`config.mk`:
```
export PLATFORM = sky130hd
export DESIGN_NAME = sda_front
export DESIGN_NICKNAME = d
export VERILOG_FILES = /design/src/rtl/sda_pkg.sv /design/src/rtl/sda_front.sv
export SDC_FILE = /design/constraint.sdc
export NUM_CORES = 1
export LEC_CHECK = 0
export BUFFER_PORTS_ARGS = -buffer_cell sky130_fd_sc_hd__buf_4
export CAP_MARGIN = 40
export CELL_PAD_IN_SITES_DETAIL_PLACEMENT = 1
export CELL_PAD_IN_SITES_GLOBAL_PLACEMENT = 1
export CORE_MARGIN = 2
export CORE_UTILIZATION = 41
export CTS_BUF_LIST = sky130_fd_sc_hd__clkbuf_2
export CTS_CLUSTER_SIZE = 8
export DETAILED_ROUTE_END_ITERATION = 16
export PLACE_DENSITY = 0.9
export REMOVE_ABC_BUFFERS = 1
export SLEW_MARGIN = 20
export SYNTH_ARGS = -nofsm -noshare
export SYNTH_HDL_FRONTEND = slang
export SYNTH_SLANG_ARGS = --single-unit
```
`constraint.sdc`:
```
create_clock -name i_clk -period 16.65 [get_ports i_clk]
set_clock_uncertainty 0.2 [all_clocks]
set_input_delay 3.33 -clock i_clk [delete_from_list [all_inputs] [get_ports i_clk]]
set_output_delay 3.33 -clock i_clk [all_outputs]
set_load 0.1 [all_outputs]
```
`src/rtl/sda_pkg.sv`:
```
// ----------------------------------------------------------------------------
// sda_pkg
// shared types, widths and helpers for the split/dividend back adjuster
// ----------------------------------------------------------------------------
package sda_pkg;

    localparam int PRICE_BITS      = 40;
    localparam int VOL_BITS        = 48;
    localparam int CASH_BITS       = 40;
    localparam int AMT_BITS        = 32;
    localparam int RATIO_BITS      = 32;
    localparam int RATIO_FRAC_BITS = 16;
    localparam int SCALE_BITS      = 64;
    localparam int SCALE_FRAC_BITS = 48;
    localparam int WIDE_BITS       = 2 * SCALE_BITS;
    localparam int HALF_BITS       = SCALE_BITS / 2;
    localparam int DIV_STEPS       = WIDE_BITS;
    localparam int MUL_STEPS       = 4;
    localparam int QUEUE_DEPTH     = 2;

    localparam logic [SCALE_BITS-1:0] SCALE_ONE = SCALE_BITS'(1) << SCALE_FRAC_BITS;

    typedef enum logic [1:0] {
        MODE_BAR   = 2'd0,
        MODE_CASH  = 2'd1,
        MODE_SPLIT = 2'd2,
        MODE_NONE  = 2'd3
    } t_mode;

    typedef enum logic [1:0] {
        K_BAR       = 2'd0,
        K_BAR_FIRST = 2'd1,
        K_CASH      = 2'd2,
        K_SPLIT     = 2'd3
    } t_kind;

    typedef enum logic [1:0] {
        FAULT_OK    = 2'd0,
        FAULT_SPLIT = 2'd1,
        FAULT_CLOSE = 2'd2
    } t_fault;

    typedef enum logic [2:0] {
        S_IDLE,
        S_EXEC,
        S_MUL,
        S_DIV,
        S_NEXT,
        S_OUT
    } t_state;

    typedef enum logic [3:0] {
        ST_SPLIT,
        ST_CMUL,
        ST_CDIV,
        ST_SDIV,
        ST_VMUL,
        ST_OPEN,
        ST_HIGH,
        ST_LOW,
        ST_CLOSE,
        ST_VOL
    } t_step;

    typedef struct packed {
        t_kind                  kind;
        logic [PRICE_BITS-1:0]  open_price;
        logic [PRICE_BITS-1:0]  high_price;
        logic [PRICE_BITS-1:0]  low_price;
        logic [PRICE_BITS-1:0]  close_price;
        logic [VOL_BITS-1:0]    share_volume;
        logic [AMT_BITS-1:0]    cash_amount;
        logic [RATIO_BITS-1:0]  split_ratio;
    } t_item;

    typedef struct packed {
        logic  valid;
        t_item item;
    } t_qhead;

    // clamp a wide unsigned value to the factor range
    function automatic logic [SCALE_BITS-1:0] sat_scale(input logic [WIDE_BITS-1:0] v);
        sat_scale = (v[WIDE_BITS-1:SCALE_BITS] != '0) ? '1 : v[SCALE_BITS-1:0];
    endfunction

    function automatic logic [PRICE_BITS-1:0] sat_price(input logic [WIDE_BITS-1:0] v);
        sat_price = (v[WIDE_BITS-1:PRICE_BITS] != '0) ? '1 : v[PRICE_BITS-1:0];
    endfunction

    function automatic logic [VOL_BITS-1:0] sat_vol(input logic [WIDE_BITS-1:0] v);
        sat_vol = (v[WIDE_BITS-1:VOL_BITS] != '0) ? '1 : v[VOL_BITS-1:0];
    endfunction

endpackage

```
`src/rtl/sda_front.sv`:
```
// ----------------------------------------------------------------------------
// sda_front
// accepts beats, classifies them and queues the ones that matter
// ----------------------------------------------------------------------------
module sda_front (
    input  logic                               i_clk,
    input  logic                               i_rst_n,
    input  logic                               i_valid,
    output logic                               o_ready,
    input  logic [1:0]                         i_mode,
    input  logic [sda_pkg::PRICE_BITS-1:0]     i_open_price,
    input  logic [sda_pkg::PRICE_BITS-1:0]     i_high_price,
    input  logic [sda_pkg::PRICE_BITS-1:0]     i_low_price,
    input  logic [sda_pkg::PRICE_BITS-1:0]     i_close_price,
    input  logic [sda_pkg::VOL_BITS-1:0]       i_share_volume,
    input  logic [sda_pkg::AMT_BITS-1:0]       i_cash_amount,
    input  logic [sda_pkg::RATIO_BITS-1:0]     i_split_ratio,
    output sda_pkg::t_qhead                    o_head,
    input  logic                               i_pop
);

    sda_pkg::t_item r_q [sda_pkg::QUEUE_DEPTH];
    logic           r_wr, n_wr;
    logic           r_rd, n_rd;
    logic [1:0]     r_cnt, n_cnt;
    logic           r_seen, n_seen;
    logic           w_acc;
    logic           w_push;
    sda_pkg::t_item w_item;

    assign o_ready = (r_cnt != 2'(sda_pkg::QUEUE_DEPTH));
    assign w_acc   = i_valid && o_ready;

    // events before the first bar and unused modes never enter the queue
    always_comb begin
        w_item.open_price   = i_open_price;
        w_item.high_price   = i_high_price;
        w_item.low_price    = i_low_price;
        w_item.close_price  = i_close_price;
        w_item.share_volume = i_share_volume;
        w_item.cash_amount  = i_cash_amount;
        w_item.split_ratio  = i_split_ratio;
        w_item.kind         = sda_pkg::K_BAR;
        w_push              = 1'b0;
        n_seen              = r_seen;
        case (sda_pkg::t_mode'(i_mode))
            sda_pkg::MODE_BAR: begin
                w_item.kind = r_seen ? sda_pkg::K_BAR : sda_pkg::K_BAR_FIRST;
                w_push      = w_acc;
                n_seen      = r_seen || w_acc;
            end
            sda_pkg::MODE_CASH: begin
                w_item.kind = sda_pkg::K_CASH;
                w_push      = w_acc && r_seen;
            end
            sda_pkg::MODE_SPLIT: begin
                w_item.kind = sda_pkg::K_SPLIT;
                w_push      = w_acc && r_seen;
            end
            default: begin
                w_push = 1'b0;
            end
        endcase
    end

    always_comb begin
        n_wr  = w_push ? ~r_wr : r_wr;
        n_rd  = i_pop ? ~r_rd : r_rd;
        n_cnt = r_cnt + 2'(w_push) - 2'(i_pop);
    end

    always_ff @(posedge i_clk) begin
        if (!i_rst_n) begin
            r_wr   <= 1'b0;
            r_rd   <= 1'b0;
            r_cnt  <= '0;
            r_seen <= 1'b0;
        end else begin
            r_wr   <= n_wr;
            r_rd   <= n_rd;
            r_cnt  <= n_cnt;
            r_seen <= n_seen;
        end
    end

    always_ff @(posedge i_clk) begin
        if (w_push) begin
            r_q[r_wr] <= w_item;
        end
    end

    assign o_head.valid = (r_cnt != '0);
    assign o_head.item  = r_q[r_rd];

endmodule

```
Yosys cells after proc, flatten, opt, wreduce, memory -nomap -nowiden
Memory sizes are Yosys's and may differ from the RTL's. A register that Yosys moved wholly into a read port is not among the register bits.
Cells that the tools add are included.
{ "classes": {"mul": 0, "n_lt_le_gt_ge": 0, "addsub": 2, "shifts": 0, "n_reduce_logical": 6, "n_eq_ne": 3, "div_mod_pow": 0, "mux": 7, "n_bitwise": 2} }
{ "ops": {"columns": ["cell", "n"], "rows": [
  ["$pmux W2 S3", 1],
  ["$mux W1", 5],
  ["$add A2 B1 Y2", 1],
  ["$eq A2 B1 Y1 const B", 1],
  ["$eq A2 B2 Y1 const B", 1],
  ["$logic_and A1 B1 Y1", 2],
  ["$logic_not A2 Y1", 1],
  ["$ne A2 B2 Y1 const B", 1],
  ["$not A1 Y1", 2],
  ["$pmux W1 S2", 1],
  ["$reduce_bool A2 Y1", 1],
  ["$reduce_or A2 Y1", 1],
  ["$sub A2 B1 Y2", 1],
  ["$logic_or A1 B1 Y1", 1]
]} }
{ "word_totals": {"ff_bits": 5, "mem_bits_ro": 0, "out_inout_bits": 276, "n_memories": 1, "ram_bits": 548, "word_cells": 25, "latchBits": 0} }
{ "memory_table": {"columns": ["name", "words", "word_bits", "rd", "rd_clocked_by_memory_dff", "wr", "line", "text"], "rows": [
  ["r_q", 2, 274, 1, 1, 1, "sda_front.sv:22", "sda_pkg::t_item r_q [sda_pkg::QUEUE_DEPTH];"]
]} }

Depth between registers and ports, before layout
{ "logic_depth": {"ltp_word": 6, "mapped_depth": 10, "ltp_nobuf": 10} }

Worst setup path after synthesis
No wires, ideal clock.
{ "synth_timing": {"path_type": "input port to flip-flop", "startpoint": "input i_mode[1]", "endpoint": "memory r_q[0][0] (netlist bit) (enable)", "setup_time_ns": 0.915, "stages": 5, "required_ns": 15.535, "arrival_time_ns": 15.427, "n_path_buf": 0, "setup_slack_ns": 0.108, "path_cell_list": "inv_1 > ha_1 > a21o_1 > nand4b_1 > nor2_1"} }
{ "synth_between": {"elab_chain_cells": 5, "word_cells_on_any_way": 7, "classes_between": "eq/ne: 2; mux: 3; reduce/logical: 2"} }
{ "synth_rtl": {"columns": ["element", "line", "text"], "rows": [
  ["from (decl)", "sda_front.sv:10", "input logic [1:0] i_mode,"],
  ["$eq A2 B2 Y1 / $eq A2 B1 Y1 (equally long branches)", "sda_front.sv:46", "case (sda_pkg::t_mode'(i_mode))"],
  ["$reduce_or A2 Y1 (no source line)", null, null],
  ["$pmux W1 S2 (*)", "sda_front.sv:46", null],
  ["$mux W1 (*)", "sda_front.sv:87", "if (w_push) begin"],
  ["$mux W1 (not written as such) (*)", "sda_front.sv:88", "r_q[r_wr] <= w_item;"],
  ["to (decl)", "sda_front.sv:22", null]
]} }
Mark *: on every way between the ends. The rest lies on a longest branch, timed or not.

==> flow_metrics.py <==
metrics = {
    "cells_and_area": {
        "final_nets": 1857,
        "utilization": 0.5405,
        "regArea_sq_um": 16580,
        "drive_above_1_share": 0.6452,
        "nFillCells": 4652,
        "stdcell_area_sq_um": 26350,
        "area_delta_synth_final_pct": 30.55,
        "multi_input_area_sq_um": 3273,
    },
    "timing": {
        "slew_violations": 0,
        "finalCritPeriodShare": 0.4571,
        "tightest_slew_ns": 0.8576,
        "whs_ns": 0.3502,
        "setup_tns_ns": 0,
        "setup_viol": 0,
        "fin_crit_ns": 7.611,
        "finalHoldViolations": 0,
        "relSlewSlack": 0.4283,
        "grt_setup_unrepaired": "false",
        "fmax_mhz": 131.4,
    },
    "clocking": {
        "tritoncts": "yes",
        "hold_buffers": 0,
        "cts_root_buffer": "clkbuf_2",
        "htreeDepth": 4,
        "clock_path_buffers": 3,
        "cts.sinks": 554,
        "worstSkewPairLatency_ns": 1.24,
        "ctsResizeCount": 0,
        "cts-buffers-inserted": 142,
        "clk_pin_slew_ns": 0.10,
        "postCtsSetupRepairBufs": 0,
    },
    "global_routing": {
        "grt_util_met1": 0.2146,
        "groute.usage.overall": 0.2118,
        "grt.busiest_layer": "met2",
        "grt_use_met2": 0.3793,
        "first_global_vias": 12730,
        "grt_max_degree": 72,
        "grt_overflow": 0,
        "use_met3": 0.08158,
        "antenna_found_initial": 2,
        "grt_pass1_wl_microns": 78340,
    },
    "synth": {
        "yosysMostFrequentCell": "edfxtp_1",
        "synth_area_sq_um": 20180,
        "synth_edf_count": 548,
        "synth_top_area_share": 0.8153,
        "synth_cell_type_count": 21,
        "synth_cells": 888,
        "ys_seq_area_frac": 0.8212,
        "ys_top_cells_by_area": "edfxtp_1 82%, mux2_2 15%, buf_6 1.6%",
        "ys_warn_count": 0,
        "syn_avg_cell_area_sq_um": 22.73,
        "synthArstFlopShare": 0,
        "synthTopCellsByCount": "548 x edfxtp_1, 274 x mux2_2, 29 x buf_6",
        "synth_top_cell_by_area": "edfxtp_1",
        "synth_top_flop_cell": "edfxtp_1",
        "ys_seq_elements": 554,
    },
    "placed_design": {
        "place_area_sq_um": 25120,
        "port-buffer-count": 553,
        "hpwl_microns": 38620,
        "gp_congestion": 0.8181,
    },
    "pwr": {
        "p_leak_uw": 0.009897,
        "irDropWorstVdd_v": 0.00007495,
        "power_density_nw_per_um2": 118.9,
    },
    "setup_path": {
        "end_kind": "primary output",
        "startpoint_type": "register",
        "critPathKind": "reg -> out",
        "crit_required_ns": 13.12,
        "crit_arrival_ns": 4.08,
        "path_max_fanout": 54,
    },
    "floorplan": {
        "num_rows": 81,
        "io_pins": 554,
        "die_w_microns": 225.9,
        "die_area_sq_um": 51020,
        "initial_core_util": 0.4141,
        "coreArea_sq_um": 48750,
        "die_h_microns": 225.9,
    },
    "detailed_routing": {
        "wl_per_cell_microns": 23.50,
        "ant_nets": 0,
        "drt-pass1-iter-count": 4,
        "wl_microns": 54760,
        "vias": 11260,
        "drt_iter0_markers": 546,
        "drt_drc_violations_left": 0,
        "vias_per_cell": 4.832,
    },
    "outcome": {
        "outcome": "completed",
    },
    "flow_run": {
        "maxCapViolations": 0,
    },
    "worst_hold_path": {
        "hold_class": "reg -> reg",
    },
}
==> metrics by stage <==
stage | instances | worst slack [ns] | power (uW)
CTS | 2322 | 8.557 | 3174
floorplan | 858 | 0.1081 | 2132
detailed placement | 2093 | 9.988 | 2285
global route | 2330 | 8.688 | 3251
finish | 2330 | 9.039 | 3132
global placement | 2086 | 9.842 | 2262
==> layout by cell type, fill, tap and decap left out, drive strengths merged <==
| master | count |
|---|---|
| a21o | 1 |
| nand2 | 2 |
| nand3b | 1 |
| ha | 4 |
| o21ai | 1 |
| nor3 | 1 |
| nand4b | 1 |
| mux2 | 274 |
| diode | 6 |
| inv | 8 |
| a31oi | 1 |
| edfxtp | 548 |
| mux2i | 1 |
| clkinv | 13 |
| dfxtp | 6 |
| xnor2 | 1 |
| bufinv | 1 |
| nand2b | 1 |
| and2 | 2 |
| clkbuf | 211 |
| or2 | 1 |
| clkinvlp | 1 |
| buf | 573 |
| xor2 | 1 |
| nor2 | 6 |
==> cells by family after synthesis <==
| logic type | after synthesis | synth area share |
|---|---|---|
| DFF | 554 | 0.8212 |
| AOI/OAI and AO/OA | 3 | 0.0009299 |
| muxes | 275 | 0.1534 |
| xor gates and xnor gates | 2 | 0.0008680 |
| buffers and inverters | 35 | 0.01736 |
| and+or+nand+nor | 15 | 0.003782 |
| adders and majority gates | 4 | 0.002480 |
==> power breakdown <==
part	switching, uW	leakage (uW)	internal, uW
sequential	14.4	0.00501	1570
clock	533	0.000933	346
combinational	500	0.00395	172
==> state kept, by name, summed over array words and instances (netlist names), named ones only <==
| signal | flops |
|---|---|
| r_seen | 1 |
| r_wr | 1 |
| r_q | 548 |
| r_rd | 1 |
| r_cnt | 2 |
==> path summary, 6_finish.rpt <==
kind | from | slack, ns | end | cells past startpoint
worst min register to register | r_rd | 0.35 | r_rd | 2
worst max-delay path | register | 9.04 | o_head[152] | 5
worst min-delay path | r_rd | 0.35 | r_rd | 2
worst max register to register | r_cnt[0] | 13.46 | r_q[0][41] | 7
==> layer usage <==
metal / vias up / wire length (microns)
met3: 113 / 4619
met5: - / 0
met4: 0 / 1701
li1: 4975 / -
met2: 505 / 29610
met1: 5665 / 18830
==> layout make-up <==
| class | count | area share |
|---|---|---|
| well taps | 664 | 0.03153 |
| repair buffers | 573 | 0.1698 |
| multi-input cells | 299 | 0.1242 |
| diodes | 6 | 0.0005698 |
| inverters | 5 | 0.0007122 |
| clock buffers | 211 | 0.04008 |
| flip-flops and latches | 554 | 0.6292 |
| clock inverters | 18 | 0.003894 |
==> critical path, cell delays in order (launching register included) <==
cell and delay [ns]:
dfxtp_4 0.77, buf_4 0.62, buf_4 0.41, buf_16 0.30
mux2_2 0.39, buf_4 0.24
Note: power is estimated with default switching activity, not from simulation.
